File: config.mk
export PLATFORM = sky130hd
export DESIGN_NAME = bba_ctrl
export DESIGN_NICKNAME = d
export VERILOG_FILES = /design/src/hw/rtl/buddy_block_allocator_assert.svh /design/src/hw/rtl/bba_pkg.sv /design/src/hw/rtl/bba_ctrl.sv
export SDC_FILE = /design/constraint.sdc
export NUM_CORES = 1
export LEC_CHECK = 0
export ABC_AREA = 1
export BUFFER_PORTS_ARGS = -buffer_cell sky130_fd_sc_hd__buf_2
export CAP_MARGIN = 20
export CORE_AREA = 3 3 40 42
export DETAILED_ROUTE_END_ITERATION = 10
export DIE_AREA = 0 0 43 45
export GPL_TIMING_DRIVEN = 1
export HOLD_SLACK_MARGIN = 0.15
export PLACE_DENSITY = 0.7
export SETUP_SLACK_MARGIN = 0.1
export SKIP_CTS_REPAIR_TIMING = 1
export SLEW_MARGIN = 20
export SYNTH_ARGS = -nofsm -noshare
export SYNTH_HDL_FRONTEND = slang
export SYNTH_SLANG_ARGS = --single-unit
File: constraint.sdc
create_clock -name aclk -period 1.7 [get_ports aclk]
set_clock_uncertainty 0.05 [all_clocks]
set_input_delay 0.425 -clock aclk [delete_from_list [all_inputs] [get_ports aclk]]
set_output_delay 0.425 -clock aclk [all_outputs]
set_load 0.01 [all_outputs]
File: src/hw/rtl/buddy_block_allocator_assert.svh
// Assertion macros for the buddy block allocator.
`ifndef BUDDY_BLOCK_ALLOCATOR_ASSERT_SVH
`define BUDDY_BLOCK_ALLOCATOR_ASSERT_SVH
`ifndef SYNTHESIS
`define BBA_ASSERT_NOW(lbl, clk, rstn, ante, cons) \
    lbl: assert property (@(posedge clk) disable iff (!(rstn)) (ante) |-> (cons)) \
        else $error("assertion failed");
`define BBA_ASSERT_NEXT(lbl, clk, rstn, ante, cons) \
    lbl: assert property (@(posedge clk) disable iff (!(rstn)) (ante) |=> (cons)) \
        else $error("assertion failed");
`else
`define BBA_ASSERT_NOW(lbl, clk, rstn, ante, cons)
`define BBA_ASSERT_NEXT(lbl, clk, rstn, ante, cons)
`endif
`endif

File: src/hw/rtl/bba_pkg.sv
// Shared constants, types and control structs of the buddy block allocator.
`timescale 1ns / 1ps
`default_nettype none
package bba_pkg;
    localparam int MAX_ORDER = 16;
    localparam int MIN_ORDER = 5;
    localparam int LEVELS    = MAX_ORDER - MIN_ORDER;
    localparam int NODE_W    = LEVELS + 1;
    localparam int NODE_CNT  = 1 << NODE_W;
    localparam int SLOT_W    = LEVELS;
    localparam int SLOT_CNT  = 1 << SLOT_W;
    localparam int OFF_W     = 16;
    localparam int SIZE_W    = 17;
    localparam int ORD_W     = 5;
    localparam int USED_W    = 17;
    localparam int ST_W      = 2;

    typedef enum logic [ST_W-1:0] {
        ST_OK      = 2'd0,
        ST_NOSPACE = 2'd1,
        ST_BAD     = 2'd2
    } status_t;

    typedef enum logic [3:0] {
        CMD_NONE, CMD_CLR_START, CMD_CLR_STEP, CMD_LOAD,
        CMD_ALLOC_INIT, CMD_NEXT_NODE, CMD_NEXT_LEVEL, CMD_TAKE,
        CMD_SPLIT, CMD_ALLOC_FIN, CMD_FREE_INIT, CMD_FREE_START,
        CMD_MERGE, CMD_FREE_FIN, CMD_RES_BAD, CMD_RES_NOSPACE
    } cmd_t;

    typedef enum logic [3:0] {
        S_CLEAR, S_IDLE, S_CHECK, S_SCAN_RD, S_SCAN_TEST, S_SPLIT,
        S_ALLOC_FIN, S_FREE_RD, S_FREE_TEST, S_MERGE_RD, S_MERGE_TEST,
        S_FREE_FIN, S_BAD, S_NOSPACE
    } state_t;

    typedef struct packed {
        logic op;
        logic alloc_bad;
        logic free_bad;
        logic order_bad;
        logic fm_bit;
        logic scan_last;
        logic at_top;
        logic split_done;
        logic out_free;
        logic clr_done;
    } dp_status_t;
endpackage
`default_nettype wire

File: src/hw/rtl/bba_ctrl.sv
// Controller state machine: sequences clear, search, split and merge steps.
`timescale 1ns / 1ps
`default_nettype none
module bba_ctrl (
    input  wire logic                aclk,
    input  wire logic                aresetn,
    input  wire logic                cfg_wr,
    input  wire logic                in_valid,
    output logic                     in_ready,
    input  wire bba_pkg::dp_status_t st,
    output bba_pkg::cmd_t            cmd
);
    import bba_pkg::*;

    state_t state_reg, state_next;

    always_ff @(posedge aclk) begin
        if (!aresetn) begin
            state_reg <= S_CLEAR;
        end else begin
            state_reg <= state_next;
        end
    end

    always_comb begin
        state_next = state_reg;
        cmd        = CMD_NONE;
        in_ready   = 1'b0;
        if (cfg_wr) begin
            cmd        = CMD_CLR_START;
            state_next = S_CLEAR;
        end else begin
            unique case (state_reg)
                S_CLEAR: begin
                    cmd = CMD_CLR_STEP;
                    if (st.clr_done) state_next = S_IDLE;
                end
                S_IDLE: begin
                    in_ready = 1'b1;
                    if (in_valid) begin
                        cmd        = CMD_LOAD;
                        state_next = S_CHECK;
                    end
                end
                S_CHECK: begin
                    if (st.op) begin
                        if (st.free_bad) begin
                            state_next = S_BAD;
                        end else begin
                            cmd        = CMD_FREE_INIT;
                            state_next = S_FREE_RD;
                        end
                    end else if (st.alloc_bad) begin
                        state_next = S_BAD;
                    end else begin
                        cmd        = CMD_ALLOC_INIT;
                        state_next = S_SCAN_RD;
                    end
                end
                S_SCAN_RD: state_next = S_SCAN_TEST;
                S_SCAN_TEST: begin
                    if (st.fm_bit) begin
                        cmd        = CMD_TAKE;
                        state_next = S_SPLIT;
                    end else if (!st.scan_last) begin
                        cmd        = CMD_NEXT_NODE;
                        state_next = S_SCAN_RD;
                    end else if (st.at_top) begin
                        state_next = S_NOSPACE;
                    end else begin
                        cmd        = CMD_NEXT_LEVEL;
                        state_next = S_SCAN_RD;
                    end
                end
                S_SPLIT: begin
                    if (st.split_done) state_next = S_ALLOC_FIN;
                    else cmd = CMD_SPLIT;
                end
                S_ALLOC_FIN: begin
                    if (st.out_free) begin
                        cmd        = CMD_ALLOC_FIN;
                        state_next = S_IDLE;
                    end
                end
                S_FREE_RD: state_next = S_FREE_TEST;
                S_FREE_TEST: begin
                    if (st.order_bad) begin
                        state_next = S_BAD;
                    end else begin
                        cmd        = CMD_FREE_START;
                        state_next = S_MERGE_RD;
                    end
                end
                S_MERGE_RD: begin
                    if (st.at_top) state_next = S_FREE_FIN;
                    else state_next = S_MERGE_TEST;
                end
                S_MERGE_TEST: begin
                    if (st.fm_bit) begin
                        cmd        = CMD_MERGE;
                        state_next = S_MERGE_RD;
                    end else begin
                        state_next = S_FREE_FIN;
                    end
                end
                S_FREE_FIN: begin
                    if (st.out_free) begin
                        cmd        = CMD_FREE_FIN;
                        state_next = S_IDLE;
                    end
                end
                S_BAD: begin
                    if (st.out_free) begin
                        cmd        = CMD_RES_BAD;
                        state_next = S_IDLE;
                    end
                end
                S_NOSPACE: begin
                    if (st.out_free) begin
                        cmd        = CMD_RES_NOSPACE;
                        state_next = S_IDLE;
                    end
                end
                default: state_next = S_CLEAR;
            endcase
        end
    end
endmodule
`default_nettype wire

==> run metrics <==
max reg flops 4; total gr overflow 0; Peak Freq ~0.52 GHz; fin util 73.0%; max cap viols 0; peak supply drop approximately 0.4 mV; hold endpoint state_reg[1]; Worst Min Path Start state_reg[1]; Final Hold Fails 0; Core Box Area ~0.0013 sq mm; CP arrival between 1 and 1.5 ns; largest net degree at the start of global routing 8; commonest non-fill, non-tap cell in the layout nand2_1; routability congestion estimate roughly 0.9; WL per Instance between 10 and 15 um; crit path capture type output port; vias 871; Initial Util a little under half; failing checks setup timing; die area approximately 0.0019 sq mm; Num CTS Buffers 3; Worst R2R End state_reg[0]; final wirelength ~1900 um; crit-path cells buf_6, nor2_4, nand2_2, o211ai_1, nor2_1, a21oi_2, buf_2; clk sink count 4; worst min path class flop to flop; pre-CTS WS -0.0208 ns; status finished, violations left; Final period util 113%; DRT Pass-1 Iters 4; post-synthesis sequential area ratio 13.8%; count of different cell masters after synthesis 16; Slew @ Worst Pin ~0.23 ns; minimum clock period ~1.9 ns; IO buf count 18; Die Y-Extent 45 um; # nets final around 170; Mapped Nets 128; Max FO, Critical Path 5; Cell Area, Synth approximately 580 sq um; drt drc 0; hold path depth 2; Rows 13; Crit path largest cell delay roughly 0.33 ns; post-synthesis cell count 114; H-tree levels 1; Slew headroom between 80% and 90%; share of cells above drive strength 1 a little over two fifths; most frequent cells in the layout nand2_1 (33), buf_4 (20), buf_2 (18); Post-DP HPWL between 1500 and 2000 um; Slowest-stage cell, CP dfxtp_2; setup TNS -0.687 ns; post-route insts no fill between 150 and 200; first-pass GRT wire length between 2000 and 3000 um; Final Max Slew Viols 0; pwr dens between 300 and 400 mW/mm^2; First DRT Iteration DRCs 16; syn avg cell area around 5.1 sq um; Inserted Diodes 0; initial antenna violation count 0; Clock Pin Slew Worst Setup and Hold Paths about 0.040 ns; final setup fails 5; Static Leak ~0.00054 uW; R2R Setup Slk approximately 0.23 ns; minimum setup slack in the final design -0.223 ns; I/O pins 19; crit path kind flop to output port; unrepaired setup endpoints after global routing true; overall power between 300 and 400 uW; Skew-Pair Late Insertion Delay ~0.23 ns; Chip Width ~43 um; FF+latch count, synth 4; CP Data Required Time ~1.2 ns; fillcell total 118; overall routing resource usage ~20%; CTS Root Cell clkbuf_4; yosys warns 0; placed cell count roughly 170; Vias/cell between 5 and 6; number of cells on the worst reg-to-reg path 10; Reg-to-Reg Start state_reg[0]; Detail Route Antenna Nets 0; vias in the first global route approximately 730; Worst Setup Start Kind flop; area grow syn2layout 62.0%; CTS Buffer Depth 2; TritonCTS clock tree built
-- worst max-delay path, delay by kind of cell (launching register included) --
kind                   cells  cell delay (ns)
AO/OA/AOI/OAI              2             0.34
flip-flops                 1             0.33
buffers and inverters      2             0.24
AND/OR/NAND/NOR            3             0.30
-- final cells by class --
class / instances / area [sq um] / area share (%)
clock buffer: 3 / 22.5 / 2.40
inverter: 18 / 70.1 / 7.47
multi-input combinational: 92 / 472 / 50.3
sequential: 4 / 92.6 / 9.87
tap: 15 / 18.8 / 2.00
timing repair buffer: 40 / 263 / 28.0
-- worst max path at each step --
stage | cells past startpoint | end | start
after floorplan | 6 | cmd[2] | state_reg[1]
after global placement | 7 | cmd[2] | state_reg[2]
after detailed placement | 7 | cmd[2] | state_reg[1]
after CTS | 7 | cmd[2] | state_reg[1]
after global routing | 7 | cmd[2] | state_reg[3]
final | 7 | cmd[2] | state_reg[0]
-- layer usage --
layer	wire length (um)	GRT usage (%)
met4	24	6.63
met1	843	24.8
met3	123	3.98
met5	0	0
met2	892	35.0
-- Yosys cell counts --
| library cell | count | area share (%) |
|---|---|---|
| a21oi_1 | 8 | 6.9 |
| a31oi_1 | 2 | 2.2 |
| dfxtp_1 | 4 | 14 |
| inv_1 | 15 | 9.7 |
| inv_2 | 3 | 1.9 |
| nand2_1 | 34 | 22 |
| nand2_2 | 3 | 3.2 |
| nand3_1 | 13 | 11 |
| nand3_2 | 3 | 5.2 |
| nand3b_1 | 1 | 1.3 |
| nor2_1 | 15 | 9.7 |
| nor2_2 | 5 | 5.4 |
| nor3_1 | 3 | 2.6 |
| o211ai_1 | 1 | 1.3 |
| o21ai_0 | 2 | 1.7 |
| o21ai_1 | 2 | 1.7 |
-- cells by family after synthesis --
family          after synthesis  synth area share [%]
simple gates                 77                  60.7
compound gates               15                  13.8
flops                         4                  13.8
buf+inv                      18                  11.7
-- report_power, final --
group / switching, uW / internal, uW / total (uW)
clock network: 35.5 / 78.7 / 114
logic: 67.2 / 56.3 / 123
registers: 3.58 / 93.2 / 96.8
-- through the flow --
stage / hold WS [ns] / area (sq um)
final: 0.460 / 938
after global routing: 0.470 / 938
after CTS: 0.452 / 856
after detailed placement: 0.447 / 833
after global placement: 0.442 / 833
after floorplan: 0.429 / 589
(Power assumes the default switching activity.)
